`src/design/kfs_pkg.sv`:
```
`timescale 1ns / 1ps
`default_nettype none
// ---------------------------------------------------------------------------
// kfs_pkg : shared types and constants of the keyframe sampler
// Field widths, register indexes, ease codes and the controller states.
// ---------------------------------------------------------------------------
package kfs_pkg;

  localparam int TimeW  = 32;
  localparam int ValW   = 32;
  localparam int EaseW  = 3;
  localparam int IdxW   = 6;
  localparam int CountW = 7;

  localparam logic [IdxW-1:0] RegKeyCount   = 6'd0;
  localparam logic [IdxW-1:0] RegEmptyIsOne = 6'd1;

  localparam logic [EaseW-1:0] EaseInQuad    = 3'd1;
  localparam logic [EaseW-1:0] EaseOutQuad   = 3'd2;
  localparam logic [EaseW-1:0] EaseInOutQuad = 3'd3;

  localparam logic OpWrite  = 1'b0;
  localparam logic OpSample = 1'b1;

  typedef struct packed {
    logic                op;
    logic [IdxW-1:0]     key_index;
    logic [TimeW-1:0]    time_value;
    logic signed [ValW-1:0] key_x;
    logic signed [ValW-1:0] key_y;
    logic signed [ValW-1:0] key_z;
    logic [EaseW-1:0]    ease_code;
  } in_word_t;

  typedef struct packed {
    logic signed [ValW-1:0] out_x;
    logic signed [ValW-1:0] out_y;
    logic signed [ValW-1:0] out_z;
  } out_word_t;

  // one key as held by a cell
  typedef struct packed {
    logic [TimeW-1:0]       tm;
    logic signed [ValW-1:0] x;
    logic signed [ValW-1:0] y;
    logic signed [ValW-1:0] z;
    logic [EaseW-1:0]       ease;
  } key_t;

  typedef enum logic [3:0] {
    S_IDLE, S_SCAN, S_DIV, S_EASE1, S_EASE2, S_MUL, S_MULH, S_SUM, S_OUT
  } state_t;

endpackage
`default_nettype wire

```
`src/design/kfs_cell.sv`:
```
`timescale 1ns / 1ps
`default_nettype none
// ---------------------------------------------------------------------------
// kfs_cell : one key slot of the rotating key ring
// Holds one key; each shift cycle it takes its neighbour's key (slot g
// takes slot g+1, the last slot taking slot 0), so the whole table passes slot 0 in one turn.
// A write loads the key directly when its index matches and no rotation runs.
// ---------------------------------------------------------------------------
module kfs_cell #(
  parameter int IW = 6
) (
  input  wire              clk,
  input  wire              shift,
  input  wire              wr_en,
  input  wire [IW-1:0]     wr_idx,
  input  wire [IW-1:0]     my_idx,
  input  kfs_pkg::key_t    wr_key,
  input  kfs_pkg::key_t    key_in,
  output kfs_pkg::key_t    key_out
);
  kfs_pkg::key_t key;
  always_ff @(posedge clk) begin
    if (shift) begin
      key <= key_in;
    end else if (wr_en && wr_idx == my_idx) begin
      key <= wr_key;
    end
  end
  assign key_out = key;
endmodule
`default_nettype wire

```
`config.mk`:
```
export PLATFORM = sky130hd
export DESIGN_NAME = kfs_cell
export DESIGN_NICKNAME = d
export VERILOG_FILES = /design/src/design/kfs_pkg.sv /design/src/design/kfs_cell.sv
export SDC_FILE = /design/constraint.sdc
export NUM_CORES = 1
export LEC_CHECK = 0
export BUFFER_PORTS_ARGS = -buffer_cell sky130_fd_sc_hd__buf_2
export CELL_PAD_IN_SITES_DETAIL_PLACEMENT = 0
export CELL_PAD_IN_SITES_GLOBAL_PLACEMENT = 1
export CORE_AREA = 3 3 158 160
export DETAILED_ROUTE_END_ITERATION = 12
export DIE_AREA = 0 0 161 163
export PLACE_DENSITY = 0.63
export SLEW_MARGIN = 10
export SYNTH_ARGS = -nofsm -noshare
export SYNTH_HDL_FRONTEND = slang
export SYNTH_SLANG_ARGS = --single-unit
```
`constraint.sdc`:
```
create_clock -name clk -period 4.3 [get_ports clk]
set_input_delay 0.215 -clock clk [delete_from_list [all_inputs] [get_ports clk]]
set_output_delay 0.215 -clock clk [all_outputs]
set_load 0.01 [all_outputs]
```
After elaboration in Yosys (flattened, before gate mapping)
Cells that the tools add are included.
Word-level totals
  input bits: 277
  register bits after elaboration: 131
  output and inout bits: 131
Operators by class
  reduce and logical (&&, ||, !) cells: 2
  muxes and demuxes: 2
  equality and inequality tests: 1
Operators with widths (count)
  $mux W131: 2
  $eq A6 B6 Y1: 1
  $reduce_bool A2 Y1: 1
  $logic_and A1 B1 Y1: 1

Logic depth before layout (Yosys ltp)
  depth after elaboration: 4
  depth in mapped cells: 4
  gate-level depth less buffers: 3

Least setup slack after synthesis
Ideal clock, no wire load.
  kind: input -> register
  start: input port my_idx[2]
  end: register key, in the netlist key_out[0] (enable)
  cell stages on the path: 3
  setup time: 0.499 ns
  arrival: 3.497 ns
  data required time: 3.801 ns
  slack: 0.304 ns
  path through: xor2_1 -> nor3_1 -> a41o_1
Between the ends
  cells in the longest elaborated chain, start to end: 3
RTL lines
  start: declaration: RTL line kfs_cell.sv:16  | input wire [IW-1:0] my_idx,
  $eq A6 B6 Y1: RTL line kfs_cell.sv:25  | end else if (wr_en && wr_idx == my_idx) begin
  $logic_and A1 B1 Y1: RTL line kfs_cell.sv:25
  $reduce_bool A2 Y1 (no source line)
  end signal: assignment: RTL line kfs_cell.sv:24  | key <= key_in;
  end signal: assignment: RTL line kfs_cell.sv:26  | key <= wr_key;
  end: declaration: RTL line kfs_cell.sv:21  | kfs_pkg::key_t key;
No other way between the ends.
A chain may end at the register's enable or synchronous reset.

Final worst setup path
  start: input port my_idx[2]
  end: register key, in the netlist key_out[12] (enable)
The elaborated chain is that of the path after synthesis.

==> flow_summary.ini <==
[routing]
dr_wl_met3_mm = 1.85
dr.pass1.iters = 4
wl_met2_mm = 8.68
top_layer_used = met4
drc = 0
drtIter0Drc = 156
wl_per_cell_um = 16.6
viasPerCell = 4.01
wl_mm = 17.1
wl_met1_mm = 6.31
vias = 4134
ant_nets = 0

[yosys]
syn_area_sq_mm = 0.00592
yosysWarningCount = 0
synth_nets = 563
avgSynthCellArea_sq_um = 20.7
yosysTopAreaCell = edfxtp_1
ys_seq_area_share_pct = 66.5
syn_inst = 286
synth_top_cell_area_share_pct = 66.5
synthDistinctLibCells = 11
synthTopCellsByArea = edfxtp_1, mux2_4, mux2_2, buf_6, xor2_1
ys_ff_latch = 131

[sta]
finalSetupViolCount = 0
finalSetupTns_ns = 0
tightest_slew_ns = 0.702
holdWs_ns = 0.104
slew_violations = 0
worst_slack_ns = 2.58
max_freq_mhz = 583
maxSlewHeadroom_pct = 53.2
rsz0062_at_grt = no
min_period_ns = 1.72
fin_crit_sh_pct = 39.9
hold_viol = 0

[placed_design]
port_buffers = 407
place_area_sq_mm = 0.00829
dp_slack_ns = 2.14
post-dp-hpwl_mm = 13.5
place_congestion = 0.730

[die]
core_area_sq_mm = 0.0235
row_count = 56
ios = 408
die_area_sq_mm = 0.0262
die_h_um = 163
initial_core_util_pct = 25.1
die_x_um = 161

[setup_path]
cp.arrival_ns = 1.75
cp-end-kind = flop
cp-start-kind = input port
crit_required_ns = 4.33
cp_max_fo = 54
critPathKind = input port to flop

[global_route]
grt_overflow = 0
antenna_found_initial = 0
grt_use_total_pct = 12.5
grt_pass1_wl_mm = 24.5
grt_pass1_vias = 4328
grt_start_max_net_pins = 66

[clock_network]
htreeDepth = 4
ctsResizeCount = 0
cts_sinks = 131
cts_root_buf = clkbuf_16
cts_tree = yes
clkSlewWorstSetupHoldPaths_ns = 0.06
ctsHoldBuffers = 0
cts.path.max_buffers = 2
cts_buffers = 17
cts_setup_buffers = 0

[cells_and_area]
fin_area_sq_mm = 0.00895
areaGrowthSynthToFinish_pct = 51.2
diodes = 0
drive_gt1_share_pct = 80.2
multi_input_area_sq_mm = 0.00185
nets = 978
largest_reg_flops = 131
fill_cells = 2322
ff_latch_area_sq_mm = 0.00393

[pwr]
intPower_w = 0.00294
clock_power_share_pct = 43.7
cellLeakagePower_nw = 4.11
combPwrFrac_pct = 14.3
p_seq_share_pct = 42.0
ir_drop_mv = 0.217
p_per_area_mw_per_mm2 = 421
power.switching_w = 0.000831
swShare_pct = 22.0

[hold_path]
holdPathStages = 2
hold_start = key_in[125]
hold_class = input port to flop
min_delay_worst_endpoint = key_out[125]

[run_status]
status = finished, final reports clean

[flow_run]
maxCapViolCount = 0
layout make-up:
class / count / share of cell area (%)
Clock inverter: 12 / 2.57
Timing Repair Buffer: 411 / 23.4
Sequential cell: 131 / 44.0
Tap cell: 319 / 4.46
Clock buffer: 19 / 4.84
Multi-Input combinational cell: 140 / 20.7
through the flow:
step	total power, W	instances	util [%]
finish	0.00377	1032	38.0
global route	0.00393	1032	38.0
CTS	0.00384	1032	38.0
detailed placement	0.00216	1001	35.2
global placement	0.00216	1001	35.2
floorplan	0.00188	286	-
logic make-up after synthesis:
group	count (synthesis)	share of synthesized area (%)
AND/OR/NAND/NOR	2	0.148
XOR/XNOR	6	0.888
flip-flops	131	66.5
buffers and inverters	15	2.39
multiplexers	131	29.9
AO/OA/AOI/OAI	1	0.169
worst max-delay path, cell delays in order:
cell and delay [ns]:
buf_2 0.10, xor2_1 0.16, nor3_1 0.24, a41o_4 0.39, buf_4 0.58
synth_stat cells:
master      n
buf_2       5
buf_8       1
nor2_1      1
a41o_1      1
buf_6       9
edfxtp_1  131
mux2_4     79
nor3_1      1
mux2_2     52
xor2_1      5
xnor2_1     1
worst max path at each step:
stage	slack, ns	cells past startpoint	to	startpoint
global placement	2.15	3	key_out[10]	shift
CTS	2.58	3	key_out[11]	shift
detailed placement	2.14	3	key_out[10]	shift
global route	2.51	3	key_out[11]	shift
floorplan	0.30	3	key_out[0]	my_idx[2]
finish	2.58	5	key_out[12]	my_idx[2]
placed cells by master (no fill, tap or decap):
cell type	instances
buf_2	406
edfxtp_1	131
mux2_4	79
mux2_2	52
clkbuf_16	17
bufinv_16	6
xor2_1	5
clkinv_4	3
clkbuf_1	2
clkinvlp_4	2
buf_4	2
buf_12	2
xnor2_1	1
nor3_1	1
nor2_1	1
a41o_4	1
inv_6	1
buf_6	1
power by group through the flow:
stage          sequential [W]  combinational [W]  clock, W
2_1_floorplan         0.00169           0.000194         0
5_1_grt               0.00159           0.000583   0.00175
4_1_cts               0.00159           0.000552   0.00171
3_5_place_dp          0.00161           0.000552         0
6_report              0.00158           0.000538   0.00165
3_3_place_gp          0.00161           0.000549         0
metal layers:
layer	vias to the layer above	track usage, %
met4	0	4.30
met3	13	5.67
met1	1908	13.5
met5	-	0
met2	253	21.7
li1	1960	-
Note: power is estimated with default switching activity, not from simulation.
