===== src/design/kfs_div.sv =====
`timescale 1ns / 1ps
`default_nettype none
// ---------------------------------------------------------------------------
// kfs_div : restoring divider, one quotient bit per cycle
// Computes floor(num * 2^FB / den), clamped to 2^FB by the caller.
// ---------------------------------------------------------------------------
module kfs_div #(
  parameter int FB = 16
) (
  input  wire                  clk,
  input  wire                  rst,
  input  wire                  start,
  input  wire [31:0]           num,
  input  wire [31:0]           den,
  output logic                 done,
  output logic [FB:0]          quo
);
  localparam int CW = $clog2(FB + 2);
  logic [32:0]   rem;
  logic [31:0]   dv;
  logic [FB:0]   q;
  logic [CW-1:0] cnt;
  logic          busy;
  logic [32:0]   trial;

  always_comb trial = {rem[31:0], 1'b0} - {1'b0, dv};

  always_ff @(posedge clk) begin
    if (rst) begin
      busy <= 1'b0;
      done <= 1'b0;
    end else begin
      done <= 1'b0;
      if (start) begin
        // integer part first: num/den is 0 or 1 since num <= den
        busy <= 1'b1;
        cnt  <= CW'(FB);
        if (num >= den) begin
          rem <= {1'b0, num - den};
          q   <= (FB+1)'(1);
        end else begin
          rem <= {1'b0, num};
          q   <= '0;
        end
        dv <= den;
      end else if (busy) begin
        if (rem[32] || !trial[32] || rem[31]) begin
          rem <= {rem[31:0], 1'b0} - {1'b0, dv};
          q   <= {q[FB-1:0], 1'b1};
        end else begin
          rem <= {rem[31:0], 1'b0};
          q   <= {q[FB-1:0], 1'b0};
        end
        cnt <= cnt - 1'b1;
        if (cnt == CW'(1)) begin
          busy <= 1'b0;
          done <= 1'b1;
        end
      end
    end
  end
  assign quo = q;
endmodule
`default_nettype wire


===== config.mk =====
export PLATFORM = sky130hd
export DESIGN_NAME = kfs_div
export DESIGN_NICKNAME = d
export VERILOG_FILES = /design/src/design/kfs_div.sv
export SDC_FILE = /design/constraint.sdc
export NUM_CORES = 1
export LEC_CHECK = 0
export ABC_AREA = 1
export ABC_CLOCK_PERIOD_IN_PS = 5800
export BUFFER_PORTS_ARGS = -buffer_cell sky130_fd_sc_hd__buf_2
export CORE_MARGIN = 2
export CORE_UTILIZATION = 30
export DETAILED_ROUTE_END_ITERATION = 8
export SYNTH_ARGS = -nofsm -noshare
export SYNTH_HDL_FRONTEND = slang
export SYNTH_SLANG_ARGS = --single-unit

===== constraint.sdc =====
create_clock -name clk -period 5.8 [get_ports clk]
set_clock_uncertainty 0.1 [all_clocks]
set_input_delay 1.74 -clock clk [delete_from_list [all_inputs] [get_ports clk]]
set_output_delay 1.74 -clock clk [all_outputs]
set_load 0.005 [all_outputs]

After elaboration in Yosys (flattened, before gate mapping)
Cells that the tools add are included.
- logic and storage cells: 33
- bits in registers: 89
- output and inout bits: 18
- add/sub/neg operators: 3
- bitwise gates (word level): 2
- multiplexer cells: 13
- magnitude comparators: 1
- equal/unequal tests: 1
- reduce and logical (&&, ||, !) cells: 7
- operators by type and width (cell ; number):
    $mux W33 ; 3
    $mux W17 ; 2
    $sub A33 B32 Y33 ; 1
    $ge A32 B32 Y1 ; 1
    $mux W32 ; 1
    $sub A32 B32 Y32 ; 1
    $mux W1 ; 6
    $eq A5 B1 Y1 const B ; 1
    $mux W5 ; 1
    $sub A5 B1 Y5 const B ; 1
    $reduce_and A2 Y1 ; 2
    $reduce_or A3 Y1 ; 1
    $logic_or A1 B1 Y1 ; 2
    $not A1 Y1 ; 2
    $reduce_bool A2 Y1 ; 1
    $logic_not A1 Y1 ; 1

Longest topological paths before layout
- depth in word-level cells: 7
- mapped depth: 17

Least setup slack after synthesis
OpenSTA, ideal clock, no wires.
- kind: input-to-reg
- start point: input start
- end point: register busy
- setup time: 72 ps
- slack: 391 ps
- arrival time: 5238 ps
- stages: 5
- path through: buf_4 > clkinv_1 > a21oi_1 > o21ai_0 > inv_1
- word-level cells in the longest chain between the ends: 1
- ends and longest elaborated chain (element ; RTL line ; source):
    from (decl) ; 12 ; input wire start,
    $mux W1 ; 34 ; if (start) begin
    to (signal assigned) ; 30 ; busy <= 1'b0;
    to (signal assigned) ; 36 ; busy <= 1'b1;
    to (signal assigned) ; 56 ; busy <= 1'b0;
    to (decl) ; 23 ; logic busy;
No other way between the ends.
A chain may end at the register's enable or synchronous reset.

Worst setup path after layout
- start point: input num[0]
- end point: register rem[28], data pin
- word-level cells in the longest chain between the ends: 3
- elaborated cells between the ends (all ways): 4
- ends and longest elaborated chain (element ; RTL line ; source):
    from (decl) ; 13 ; input wire [31:0] num,
    $sub A32 B32 Y32 or $ge A32 B32 Y1 (tied branches) ; 39, 38 ;
    $mux W32 * ; 38 ; if (num >= den) begin
    $mux W33 * ; 34 ;
    to (signal assigned) ; 39 ; rem <= {1'b0, num - den};
    to (signal assigned) ; 42 ; rem <= {1'b0, num};
    to (signal assigned) ; 48 ; rem <= {rem[31:0], 1'b0} - {1'b0, dv};
    to (decl) ; 19 ; logic [32:0] rem;
Mark *: on every way between the ends. The rest lies on a longest branch, timed or not.

==> metrics.cfg <==
[sta]
max_slew_margin_pct = 36.4
totalNegativeSetupSlack_ps = 0
fin_crit_ps = 4030
hold_viol = 0
fin_ws_ps = 1770
drv_slew = 0
tightest_slew_ps = 952
fin_crit_sh_pct = 69.5
rsz0062_at_grt = no
timing.fmax_ghz = 0.248
whs_ps = 409
setup_viol = 0

[drt]
drc = 0
wl_um = 28500
route.antenna.remaining_nets = 0
via_per_inst = 4.58
vias = 8957
first_pass_iters = 5
drt_iter0_drc = 601
wl_per_cell_um = 14.6

[yosys]
yosys_register_bits = 89
synth_nets = 1612
yosysWarnings = 0
async_reset_ff_share_pct = 0
synth_top_cell_area_share_pct = 27.9
synth_edf_count = 87
synth_area_leaders = edfxtp_1 28%, nand2_1 22%, inv_1 12%
syn_area_um2 = 9350
seq_area_frac_synth_pct = 28.4
netlist_instances = 1478
avgSynthCellArea_um2 = 6.32
synth_flop_cell = edfxtp_1
synth_cell_types = 41
synth_area_leader_cell = edfxtp_1

[finish]
syn_to_final_growth_pct = 11.5
final_layout_size_suffix_gt1_share_pct = 9.81
fin_cells = 1956
design_area_um2 = 10400
layout.nets = 1688
final_util_pct = 34.0

[grt]
antenna_found_initial = 1
grt_max_degree = 56
grt_usage_pct = 17.7
overflow = 0
grt_pass1_wl_um = 46100
grt_pass1_vias = 8814

[power]
clkPwrFrac_pct = 22.1
p_leak_nw = 5.68
power_mw = 2.37
internal_power_mw = 1.42
sw_frac_of_total_pct = 39.9
seqPwrFrac_pct = 34.4
pwr-share-comb_pct = 43.5
powerDensity_nw_per_um2 = 227
p_sw_mw = 0.945
irDropWorstVdd_v = 0.000141

[worst_setup_path]
critical_path_class = in -> reg
r2r_start = rem[0]
critPathTopFamily = simple AND/OR/NAND/NOR gates
end_kind = flip-flop
crit_buf_inv = 3
r2r_slack_ps = 2090
worstRegToRegCells = 13
max_stage_delay_ps = 440
critPathMostFrequentCell = nand2_1
crit_chain = buf_2, inv_1, ha_1, inv_1, fa_1, nand3_1, nand3_2, nand2_1, nand3_2, nand2_1, nand3_2, nand2_4, nand2_8, nand2_8, nand2_1, nand2_1, nand2_1
arrival_ps = 4030
rr_endpoint = rem[30]
critPathSlowestCell = fa_1
worstPathMaxFanout = 33
worstPathRequired_ps = 5800
worstSetupStartpointType = primary input

[worst_hold_path]
hp-class = reg -> reg
min_from = busy
min_to = done
min_path_cells = 2

[place]
hpwl_um = 24300
dp.cells = 1939
portBuffers = 84
place.gp.congestion = 0.921
placement.cell_area_um2 = 10200
place_ws_ps = 1410

[clock_network]
numCtsBuffers = 9
htree_levels = 3
cts_tree = yes
cts-root-buf = clkbuf_16
numClockSinks = 89
clkLatencyLatePin_ps = 340
post_cts_buffers = 0
clkTransAtPathRegs_ps = 60
cts_max_path_buffers = 2
cts_hold_buf = 0
cts_resized = 0

[die]
row_count = 64
ios = 85
initial_core_util_pct = 30.5
die_area_um2 = 32600
die_x_um = 181
coreArea_um2 = 30700
die_h_um = 181

[status]
status = finished, final reports clean

[job]
cap_violations = 0

power by group through the flow:
stage               clock, mW  combinational [mW]  sequential, mW
global placement            0                1.02           0.826
global route            0.555                1.18           0.821
floorplan                   0               0.761           0.819
CTS                     0.538                1.03           0.814
finish                  0.525                1.03           0.814
detailed placement          0                1.02           0.827
how the worst max path moves through the flow:
stage	startpoint	endpoint	slack (ps)	cells after the start
CTS	num[0]	rem[17]	1780	17
finish	num[0]	rem[28]	1770	17
global placement	num[0]	rem[28]	1490	17
floorplan	start	busy	390	5
detailed placement	num[0]	rem[28]	1410	17
global route	num[0]	rem[28]	1540	17
worst min-delay path: stages (launching register included):
cell and delay, ps:
dfxtp_1 290, inv_1 110, nor4_1 70
logic make-up (layout without fill, tap and decap cells):
kind of cell | after synthesis | after routing | share of synthesized area (%)
adder cells (fa/ha/maj) | 67 | 67 | 9.13
buffers and inverters | 327 | 408 | 13.9
flip-flops | 89 | 89 | 28.4
XOR/XNOR | 31 | 31 | 2.90
AND/OR/NAND/NOR | 886 | 886 | 41.1
AO/OA/AOI/OAI | 78 | 78 | 4.64
other | 0 | 1 | 0
Yosys cell counts, drive strengths merged (3+ instances only):
| cell | count |
|---|---|
| nand4 | 18 |
| a21oi | 49 |
| buf | 19 |
| nand3b | 23 |
| inv | 303 |
| nand2 | 566 |
| clkbuf | 3 |
| xnor2 | 30 |
| nand3 | 143 |
| nor4 | 5 |
| nor2 | 117 |
| nor3 | 11 |
| edfxtp | 87 |
| ha | 65 |
| o21ai | 19 |
| o21bai | 7 |
area by class of cell:
cell class,instances,area [um^2]
fillers,3323,20200
multi-input cells,1062,5420
flip-flops and latches,89,2650
inverters,305,1140
well taps,396,495
repair buffers,87,443
clock buffers,9,225
clock inverters,7,46.3
diodes,1,2.50
cell usage in the layout (no fill, tap or decap), types with 9 or more instances in the layout:
cell and count:
buf_2 84, o21ai_0 15, nand3_1 139, nor3_1 10, nand4_1 17, nand3b_1 23, edfxtp_1 87, xnor2_1 30
nand2_1 547, ha_1 65, inv_1 295, a21oi_1 43, clkbuf_16 9, nand2_2 15, nor2_1 105
state kept, by name (all words and copies together), names as in the netlist:
signal,cells
busy,1
cnt,5
done,1
dv,32
quo,17
rem,33
metal layers:
layer / vias to the layer above / global-route usage, % / share of wire (%) / routed length [um]
li1: 4756 / - / - / -
met5: - / 0 / 0 / 0
met1: 3981 / 23.6 / 47 / 13300
met3: 34 / 1.41 / 3.5 / 1010
met4: 0 / 5.74 / 2.5 / 700
met2: 186 / 30.2 / 47 / 13500
Note: power is estimated with default switching activity, not from simulation.
